==> config.mk <==
export PLATFORM = sky130hd
export DESIGN_NAME = lcd_scan_timing_generator_top
export DESIGN_NICKNAME = d
export VERILOG_FILES = /design/src/hdl/lcdst_pkg.sv /design/src/hdl/lcd_scan_timing_generator_top.sv /design/src/hdl/lcdst_regs.sv
export SDC_FILE = /design/constraint.sdc
export NUM_CORES = 1
export LEC_CHECK = 0
export BUFFER_PORTS_ARGS = -buffer_cell sky130_fd_sc_hd__buf_2
export CAP_MARGIN = 20
export CORE_MARGIN = 5
export CORE_UTILIZATION = 40
export CTS_BUF_LIST = sky130_fd_sc_hd__clkbuf_2
export CTS_CLUSTER_SIZE = 20
export DETAILED_ROUTE_END_ITERATION = 8
export GPL_TIMING_DRIVEN = 1
export HOLD_SLACK_MARGIN = 0.03
export PLACE_DENSITY = 0.66
export SYNTH_ARGS = -nofsm -noshare
export SYNTH_HDL_FRONTEND = slang
export SYNTH_HIERARCHICAL = 1
export SYNTH_SLANG_ARGS = --single-unit
==> constraint.sdc <==
create_clock -name clk -period 3.8 [get_ports clk]
set_input_delay 0.57 -clock clk [delete_from_list [all_inputs] [get_ports clk]]
set_output_delay 0.57 -clock clk [all_outputs]
set_load 0.05 [all_outputs]
==> src/hdl/lcdst_pkg.sv <==
// shared types and constants for the lcd scan timing generator
package lcdst_pkg;

  localparam int DOT_W  = 9;
  localparam int LINE_W = 8;
  localparam int ADDR_W = 5;
  localparam int DATA_W = 32;
  localparam int REG_IDX_W = 3;

  localparam int DEF_CYCLES_PER_DOT  = 4;
  localparam int DEF_DOTS_PER_LINE   = 308;
  localparam int DEF_VISIBLE_DOTS    = 240;
  localparam int DEF_LINES_PER_FRAME = 228;
  localparam int DEF_VISIBLE_LINES   = 160;

  typedef enum logic [REG_IDX_W-1:0] {
    REG_HBLANK_IRQ_EN = 3'd0,
    REG_VBLANK_IRQ_EN = 3'd1,
    REG_VCOUNT_IRQ_EN = 3'd2,
    REG_VCOUNT_TARGET = 3'd3,
    REG_FORCED_BLANK  = 3'd4
  } reg_idx_t;

  typedef struct packed {
    logic              hblank_irq_enable;
    logic              vblank_irq_enable;
    logic              vcount_irq_enable;
    logic [LINE_W-1:0] vcount_target;
    logic              forced_blank;
  } cfg_t;

endpackage

==> src/hdl/lcd_scan_timing_generator_top.sv <==
// lcd scan timing generator: prescaler, dot and line counters, result register
// latency: the result of every accepted transaction, tick or not, is valid the cycle after it is accepted
// throughput: one transaction per cycle while in_stall is low, set by the single counter update stage
// the input stalls only while a result is held in the output register and stalled
// synchronous reset clears prescaler, counters, configuration and output valid
module lcd_scan_timing_generator_top #(
  parameter int CYCLES_PER_DOT  = lcdst_pkg::DEF_CYCLES_PER_DOT,
  parameter int DOTS_PER_LINE   = lcdst_pkg::DEF_DOTS_PER_LINE,
  parameter int VISIBLE_DOTS    = lcdst_pkg::DEF_VISIBLE_DOTS,
  parameter int LINES_PER_FRAME = lcdst_pkg::DEF_LINES_PER_FRAME,
  parameter int VISIBLE_LINES   = lcdst_pkg::DEF_VISIBLE_LINES
) (
  input  logic                         clk,
  input  logic                         rst,
  input  logic                         psel,
  input  logic                         penable,
  input  logic                         pwrite,
  input  logic [lcdst_pkg::ADDR_W-1:0] paddr,
  input  logic [lcdst_pkg::DATA_W-1:0] pwdata,
  output logic [lcdst_pkg::DATA_W-1:0] prdata,
  output logic                         pready,
  input  logic                         in_valid,
  output logic                         in_stall,
  input  logic                         tick_valid,
  output logic                         out_valid,
  input  logic                         out_stall,
  output logic [lcdst_pkg::DOT_W-1:0]  dot_position,
  output logic [lcdst_pkg::LINE_W-1:0] line_position,
  output logic                         hblank_flag,
  output logic                         vblank_flag,
  output logic                         vcount_flag,
  output logic                         hblank_irq,
  output logic                         vblank_irq,
  output logic                         vcount_irq,
  output logic                         frame_done
);
  import lcdst_pkg::*;

  localparam int PRE_W = (CYCLES_PER_DOT > 1) ? $clog2(CYCLES_PER_DOT) : 1;

  cfg_t cfg;

  logic [PRE_W-1:0]  prescale_count, prescale_count_next;
  logic [DOT_W-1:0]  dot_counter, dot_counter_next;
  logic [LINE_W-1:0] line_counter, line_counter_next;
  logic              accept, count, advance;
  logic              h_irq, v_irq, c_irq, done;

  lcdst_regs u_regs (
    .clk     (clk),
    .rst     (rst),
    .psel    (psel),
    .penable (penable),
    .pwrite  (pwrite),
    .paddr   (paddr),
    .pwdata  (pwdata),
    .prdata  (prdata),
    .pready  (pready),
    .cfg     (cfg)
  );

  assign in_stall = out_valid && out_stall;
  assign accept   = in_valid && !in_stall;
  assign count    = accept && tick_valid;
  assign advance  = count && (prescale_count == PRE_W'(CYCLES_PER_DOT - 1));

  always_comb begin
    prescale_count_next = prescale_count;
    dot_counter_next    = dot_counter;
    line_counter_next   = line_counter;
    if (count) begin
      if (advance) begin
        prescale_count_next = '0;
      end else begin
        prescale_count_next = prescale_count + PRE_W'(1);
      end
    end
    if (advance) begin
      if (dot_counter == DOT_W'(DOTS_PER_LINE - 1)) begin
        dot_counter_next = '0;
        if (line_counter == LINE_W'(LINES_PER_FRAME - 1)) begin
          line_counter_next = '0;
        end else begin
          line_counter_next = line_counter + LINE_W'(1);
        end
      end else begin
        dot_counter_next = dot_counter + DOT_W'(1);
      end
    end
    done  = advance && !cfg.forced_blank &&
            (dot_counter == DOT_W'(VISIBLE_DOTS - 1)) &&
            (line_counter == LINE_W'(VISIBLE_LINES - 1));
    h_irq = advance && cfg.hblank_irq_enable &&
            (dot_counter_next == DOT_W'(VISIBLE_DOTS));
    v_irq = advance && cfg.vblank_irq_enable && (dot_counter_next == '0) &&
            (line_counter_next == LINE_W'(VISIBLE_LINES));
    c_irq = advance && cfg.vcount_irq_enable && (dot_counter_next == '0) &&
            (line_counter_next == cfg.vcount_target);
  end

  always_ff @(posedge clk) begin
    if (rst) begin
      prescale_count <= '0;
      dot_counter    <= '0;
      line_counter   <= '0;
      out_valid      <= 1'b0;
    end else begin
      prescale_count <= prescale_count_next;
      dot_counter    <= dot_counter_next;
      line_counter   <= line_counter_next;
      if (accept) begin
        out_valid <= 1'b1;
      end else if (!out_stall) begin
        out_valid <= 1'b0;
      end
    end
  end

  always_ff @(posedge clk) begin
    if (accept) begin
      dot_position  <= dot_counter_next;
      line_position <= line_counter_next;
      hblank_flag   <= (dot_counter_next >= DOT_W'(VISIBLE_DOTS));
      vblank_flag   <= (line_counter_next >= LINE_W'(VISIBLE_LINES));
      vcount_flag   <= (line_counter_next == cfg.vcount_target);
      hblank_irq    <= h_irq;
      vblank_irq    <= v_irq;
      vcount_irq    <= c_irq;
      frame_done    <= done;
    end
  end

endmodule

==> src/hdl/lcdst_regs.sv <==
// configuration register file behind the apb-style port
module lcdst_regs (
  input  logic                         clk,
  input  logic                         rst,
  input  logic                         psel,
  input  logic                         penable,
  input  logic                         pwrite,
  input  logic [lcdst_pkg::ADDR_W-1:0] paddr,
  input  logic [lcdst_pkg::DATA_W-1:0] pwdata,
  output logic [lcdst_pkg::DATA_W-1:0] prdata,
  output logic                         pready,
  output lcdst_pkg::cfg_t              cfg
);
  import lcdst_pkg::*;

  logic     wr_en;
  reg_idx_t idx;

  assign pready = 1'b1;
  assign wr_en  = psel && penable && pwrite && pready;
  assign idx    = reg_idx_t'(paddr[ADDR_W-1:2]);

  always_ff @(posedge clk) begin
    if (rst) begin
      cfg <= '0;
    end else if (wr_en) begin
      case (idx)
        REG_HBLANK_IRQ_EN: cfg.hblank_irq_enable <= pwdata[0];
        REG_VBLANK_IRQ_EN: cfg.vblank_irq_enable <= pwdata[0];
        REG_VCOUNT_IRQ_EN: cfg.vcount_irq_enable <= pwdata[0];
        REG_VCOUNT_TARGET: cfg.vcount_target     <= pwdata[LINE_W-1:0];
        REG_FORCED_BLANK:  cfg.forced_blank      <= pwdata[0];
        default: begin
        end
      endcase
    end
  end

  always_comb begin
    prdata = '0;
    case (idx)
      REG_HBLANK_IRQ_EN: prdata[0] = cfg.hblank_irq_enable;
      REG_VBLANK_IRQ_EN: prdata[0] = cfg.vblank_irq_enable;
      REG_VCOUNT_IRQ_EN: prdata[0] = cfg.vcount_irq_enable;
      REG_VCOUNT_TARGET: prdata[LINE_W-1:0] = cfg.vcount_target;
      REG_FORCED_BLANK:  prdata[0] = cfg.forced_blank;
      default:           prdata = '0;
    endcase
  end

endmodule

After elaboration in Yosys (flattened, before gate mapping)
Cells that the tools add are included.
{"block": "classes", "magnitude_cmp": 2, "reduce_logical": 26, "mux": 10, "eq_ne": 13, "add_sub_neg": 3}
{"operator": "8-bit equality test, second input constant", "count": 3}
{"operator": "8-bit 2-to-1 mux", "count": 3}
{"operator": "9-bit by 8-bit equality test with 1-bit output, second input constant", "count": 2}
{"operator": "9-bit 2-to-1 mux", "count": 2}
{"operator": "1-bit logical AND", "count": 17}
{"operator": "2-bit AND reduction", "count": 5}
{"operator": "9-bit by 1-bit adder with 9-bit output, second input constant", "count": 1}
{"operator": "9-bit equality test, second input constant", "count": 1}
{"operator": "9-bit by 8-bit >= comparator with 1-bit output, second input constant", "count": 1}
{"operator": "9-bit zero test", "count": 1}
{"operator": "8-bit by 1-bit adder with 8-bit output, second input constant", "count": 1}
{"operator": "8-bit equality test", "count": 1}
{"operator": "8-bit >= comparator, second input constant", "count": 1}
{"operator": "7-bit 2-to-1 mux", "count": 1}
{"operator": "3-bit by 2-bit equality test with 1-bit output, second input constant", "count": 2}
{"operator": "1-bit one-hot mux with 5 select lines", "count": 1}
{"operator": "3-bit by 1-bit equality test with 1-bit output, second input constant", "count": 1}
{"operator": "3-bit equality test, second input constant", "count": 1}
{"operator": "3-bit zero test", "count": 1}
{"operator": "2-bit by 1-bit adder with 2-bit output, second input constant", "count": 1}
{"operator": "2-bit equality test, second input constant", "count": 1}
{"operator": "1-bit zero test", "count": 2}
{"operator": "1-bit 2-to-1 mux", "count": 2}
{"operator": "2-bit 2-to-1 mux", "count": 1}
{"operator": "2-bit by 1-bit != test with 1-bit output, second input constant", "count": 1}
{"block": "totals", "regBits": 56, "word_cells": 72}

Depth between registers and ports, before layout
{"block": "logic_depth", "depth_word": 9, "depth_mapped": 10}

Modules after synthesis
Netlist, hierarchy kept.
{"mod": "lcd_scan_timing_generator_top", "area_per_inst_um2": 2160.8, "seq_area_each_um2": 1121.1, "cells_per_inst": 216, "instances": 1}
{"mod": "lcdst_regs", "area_per_inst_um2": 863.3, "seq_area_each_um2": 240.2, "cells_per_inst": 96, "instances": 1}

Worst setup path before layout
No wires, ideal clock.
{"block": "synth_path", "path_kind": "register to register", "startpoint": "register out_valid", "endpoint": "register vcount_irq (data pin)", "t_arrival_ns": 3.005, "required_time_ns": 3.630, "setup_slack_ns": 0.625, "setup_time_ns": 0.170, "n_path_buf": 2, "stages_incl_launch_ff": 10, "path_cell_list": "dfxtp_1 a21boi_2 and3_2 clkbuf_2 buf_2 o211ai_1 xnor2_1 a21oi_1 or4_4 nor4_2"}
{"block": "synth_between", "elab_chain_cells": 9, "elab_cells_between_ends": 12, "classes_between": "1 x eq/ne; 2 x mux; 9 x reduce/logical"}
{"element": "from (decl)", "line_no": "lcd_scan_timing_generator_top.sv:25", "source": "output logic out_valid,"}
{"element": "from (signal assigned)", "line_no": "lcd_scan_timing_generator_top.sv:106", "source": "out_valid <= 1'b0;"}
{"element": "from (signal assigned)", "line_no": "lcd_scan_timing_generator_top.sv:112", "source": "out_valid <= 1'b1;"}
{"element": "from (signal assigned)", "line_no": "lcd_scan_timing_generator_top.sv:114", "source": "out_valid <= 1'b0;"}
{"element": "1-bit logical AND (*)", "line_no": "lcd_scan_timing_generator_top.sv:62", "source": "assign in_stall = out_valid && out_stall;"}
{"element": "1-bit zero test (*)", "line_no": "lcd_scan_timing_generator_top.sv:63", "source": "assign accept = in_valid && !in_stall;"}
{"element": "1-bit logical AND (*)", "line_no": "lcd_scan_timing_generator_top.sv:63"}
{"element": "via accept", "line_no": "lcd_scan_timing_generator_top.sv:46", "source": "logic accept, count, advance;"}
{"element": "1-bit logical AND (*)", "line_no": "lcd_scan_timing_generator_top.sv:64", "source": "assign count = accept && tick_valid;"}
{"element": "1-bit logical AND (*)", "line_no": "lcd_scan_timing_generator_top.sv:65", "source": "assign advance = count && (prescale_count == PRE_W'(CYCLES_PER_DOT - 1));"}
{"element": "9-bit 2-to-1 mux", "line_no": "lcd_scan_timing_generator_top.sv:78", "source": "if (advance) begin"}
{"element": "9-bit zero test", "line_no": "lcd_scan_timing_generator_top.sv:97", "source": "c_irq = advance && cfg.vcount_irq_enable && (dot_counter_next == '0) &&"}
{"element": "1-bit logical AND", "line_no": "lcd_scan_timing_generator_top.sv:97"}
{"element": "1-bit logical AND (*)", "line_no": "lcd_scan_timing_generator_top.sv:97"}
{"element": "via c_irq", "line_no": "lcd_scan_timing_generator_top.sv:47", "source": "logic h_irq, v_irq, c_irq, done;"}
{"element": "to (signal assigned)", "line_no": "lcd_scan_timing_generator_top.sv:128", "source": "vcount_irq <= c_irq;"}
{"element": "to (decl)", "line_no": "lcd_scan_timing_generator_top.sv:34", "source": "output logic vcount_irq,"}
Mark *: on every way through the listed nets, which the timed path passes. The rest lies on a longest branch.
A chain may end at the register's enable or synchronous reset.

Final worst setup path
{"block": "layout_path", "startpoint": "register line_counter[0]", "endpoint": "register vcount_irq (data pin)"}
{"block": "layout_between", "elab_chain_cells": 6, "elab_cells_between_ends": 7, "classes_between": "1 x add/sub; 2 x eq/ne; 3 x mux; 1 x reduce/logical"}
{"element": "from (decl)", "line_no": "lcd_scan_timing_generator_top.sv:45", "source": "logic [LINE_W-1:0] line_counter, line_counter_next;"}
{"element": "from (signal assigned)", "line_no": "lcd_scan_timing_generator_top.sv:110", "source": "line_counter <= line_counter_next;"}
{"element": "8-bit by 1-bit adder with 8-bit output or 8-bit equality test (tied branches)", "line_no": "lcd_scan_timing_generator_top.sv:84, lcd_scan_timing_generator_top.sv:81"}
{"element": "8-bit 2-to-1 mux", "line_no": "lcd_scan_timing_generator_top.sv:81", "source": "if (line_counter == LINE_W'(LINES_PER_FRAME - 1)) begin"}
{"element": "8-bit 2-to-1 mux", "line_no": "lcd_scan_timing_generator_top.sv:79", "source": "if (dot_counter == DOT_W'(DOTS_PER_LINE - 1)) begin"}
{"element": "8-bit 2-to-1 mux (*)", "line_no": "lcd_scan_timing_generator_top.sv:78"}
{"element": "8-bit equality test (*)", "line_no": "lcd_scan_timing_generator_top.sv:98", "source": "(line_counter_next == cfg.vcount_target);"}
{"element": "1-bit logical AND (*)", "line_no": "lcd_scan_timing_generator_top.sv:97"}
{"element": "via c_irq", "line_no": "lcd_scan_timing_generator_top.sv:47"}
Marked as above.

==> flow_metrics.env <==
export IMPL_status="completed"
export IMPL_vias=2216
export IMPL_worst_pin_slew_ps=771
export IMPL_final_cell_mix="52 x buf_2, 32 x dfxtp_1, 26 x nand2_1"
export IMPL_postLayoutCoreUtil_pct=45.1
export IMPL_hold_viol_final=0
export IMPL_die_w_um=97.0
export IMPL_period_share_pct=78.2
export IMPL_rows=31
export IMPL_cts_buffers_inserted=5
export IMPL_critPathMaxFanout=5
export IMPL_powerDensity_mw_per_mm2=316
export IMPL_cts_root_buf="clkbuf_2"
export IMPL_grt_pass1_wl_um=10200
export IMPL_cts_hold_buffers=0
export IMPL_cts_tree="built"
export IMPL_cp_start_kind="register"
export IMPL_grt_max_degree=41
export IMPL_min_path_cells=3
export IMPL_setup_tns_ps=0
export IMPL_dp_worst_setup_slack_ps=785
export IMPL_max_clock_path_buffers=2
export IMPL_async_flop_share_pct=0
export IMPL_postSynthAreaPerCell_um2=9.69
export IMPL_via_per_inst=4.83
export IMPL_antenna_left=0
export IMPL_worstPathRequired_ps=4110
export IMPL_r2r_cells=8
export IMPL_final_nets=407
export IMPL_htreeDepth=2
export IMPL_placed_cells=451
export IMPL_multi_input_area_mm2=0.00143
export IMPL_ys_warn_count=6
export IMPL_place_congestion=0.924
export IMPL_max_freq_mhz=337
export IMPL_final_common_cell="buf_2"
export IMPL_ys_seq_area_share_pct=45.0
export IMPL_hold_start="in_valid"
export IMPL_post_cts_resized=0
export IMPL_cp_top_family="simple AND/OR/NAND/NOR gates"
export IMPL_io_buffers=52
export IMPL_startpoint="line_counter[0]"
export IMPL_ios=104
export IMPL_ys_flop_type="dfxtp_1"
export IMPL_path_class="reg -> reg"
export IMPL_finClkSkew_ps=15.5
export IMPL_crit_chain="ha_1 > nand4_1 > nor4_1 > nor2_1 > mux2i_4 > xnor2_1 > or4_4 > nor4_2"
export IMPL_max_slew_margin_pct=48.1
export IMPL_synth_edf_count=24
export IMPL_die_area_mm2=0.00940
export IMPL_initial_core_util_pct=41.5
export IMPL_clkTransAtPathRegs_ps=270
export IMPL_drc=0
export IMPL_slowest_delay_ps=610
export IMPL_max_vdd_ir_drop_mv=0.0978
export IMPL_ys_ff_latch=56
export IMPL_ys_types=54
export IMPL_final_instance_count_excl_fill=459
export IMPL_max_cap_violations=0
export IMPL_hpwl_um=4620
export IMPL_core_mm2=0.00729
export IMPL_grt_pass1_vias=2093
export IMPL_hold_end="out_valid"
export IMPL_r2r_setup_slack_ps=830
export IMPL_syn_area_mm2=0.00302
export IMPL_clock_latency_ps=450
export IMPL_worst_path_buf_inv=0
export IMPL_postCtsSetupBuffers=0
export IMPL_antenna_found_initial=0
export IMPL_maxSlewViolCount=0
export IMPL_r2r_start="line_counter[0]"
export IMPL_drt_iter0_drc=80
export IMPL_cp_data_arrival_time_ps=3280
export IMPL_cp_end_kind="register"
export IMPL_syn_to_final_growth_pct=8.69
export IMPL_leakage_uw=0.00133
export IMPL_yosysTopAreaCell="edfxtp_1"
export IMPL_fin_ws_ps=830
export IMPL_wl_per_cell_um=13.3
export IMPL_drive_above_1_share_pct=21.1
export IMPL_track_usage_pct=13.0
export IMPL_die_height_um=97.0
export IMPL_hold_class="in -> reg"
export IMPL_dr_pass1_iters=4
export IMPL_rsz0062_at_grt="false"
export IMPL_num_fill_cells=748
export IMPL_cts_sinks=56
export IMPL_min_period_ps=2970
export IMPL_antenna_cells=0
export IMPL_synth_top_cell_area_share_pct=23.8
export IMPL_totalWireLength_um=6080
export IMPL_r2r_end="vcount_irq"
export IMPL_grt_overflow=0
export IMPL_syn_inst=312
export IMPL_synth_area_leaders="edfxtp_1 24%, dfxtp_1 21%, buf_4 6.2%, mux2i_1 4.6%, nand2b_1 4.3%"
export IMPL_finalSetupViolCount=0
export IMPL_ff_latch_area_mm2=0.00136
export IMPL_crit_path_top_delay_cell="nor4_1"
worst max-delay path by stage:
stage / to / slack (ps) / cells past startpoint
2_1_floorplan: vcount_irq / 630 / 9
3_3_place_gp: vcount_irq / 880 / 9
3_5_place_dp: vblank_irq / 790 / 8
4_1_cts: vcount_irq / 830 / 8
5_1_grt: vcount_irq / 630 / 8
6_report: vcount_irq / 830 / 8
cells by family (layout without fill, tap and decap cells):
group	count (synthesis)	after routing	synth area share, %
buffers and inverters	51	76	10.5
adder cells (fa/ha/maj)	3	3	1.24
AO/OA/AOI/OAI	35	35	7.24
flip-flops	56	56	45.0
other	2	25	0.248
multiplexers	16	16	5.75
XOR/XNOR	15	15	4.34
AND/OR/NAND/NOR	134	134	25.7
metrics by stage:
step	power (µW)	cell area (µm²)	hold WS, ps
detailed placement	822	3240	460
CTS	1050	3290	323
global placement	820	3240	447
floorplan	812	3110	440
global route	1090	3290	296
finish	1040	3290	328
registers in the layout, summed over array words and instances (netlist names):
signal          count
hblank_flag         1
vcount_irq          1
vblank_flag         1
u_regs/cfg         12
dot_position        9
out_valid           1
prescale_count      2
frame_done          1
vblank_irq          1
line_position       8
hblank_irq          1
vcount_flag         1
dot_counter         9
line_counter        8
Yosys cell counts, drive strengths merged, types with 9 or more instances:
cell,instances
dfxtp,32
buf,30
nand2,26
edfxtp,24
nand2b,21
nor2,18
mux2i,15
inv,14
nand3,13
a21oi,11
nor4,11
xnor2,9
tightest hold or removal path, stage by stage:
cell    delay [ps]
buf_2           80
nor2_1          40
nor2_1          70
metal layers:
| layer | vias up | track usage [%] | wire length [µm] | share of wire, % |
|---|---|---|---|---|
| met5 | - | 0 | 0 | 0 |
| met4 | 0 | 4.64 | 114 | 1.9 |
| met3 | 8 | 3.53 | 386 | 6.3 |
| met2 | 67 | 20.3 | 2790 | 46 |
| met1 | 1005 | 17.3 | 2800 | 46 |
| li1 | 1136 | - | - | - |
report_power, final:
part	internal (µW)	total [µW]	switching [µW]
Sequential	643	647	4.68
Combinational	27.8	162	134
Clock	46.8	229	182
Total	717	1040	321
area by class of cell:
cell class / instances / share of cell area (%)
clock buffer: 6 / 0.914
clock inverter: 2 / 0.381
inverter: 14 / 1.60
multi-input combinational: 228 / 43.5
sequential: 56 / 41.4
tap: 99 / 3.77
timing repair buffer: 54 / 8.37
(Power assumes the default switching activity.)
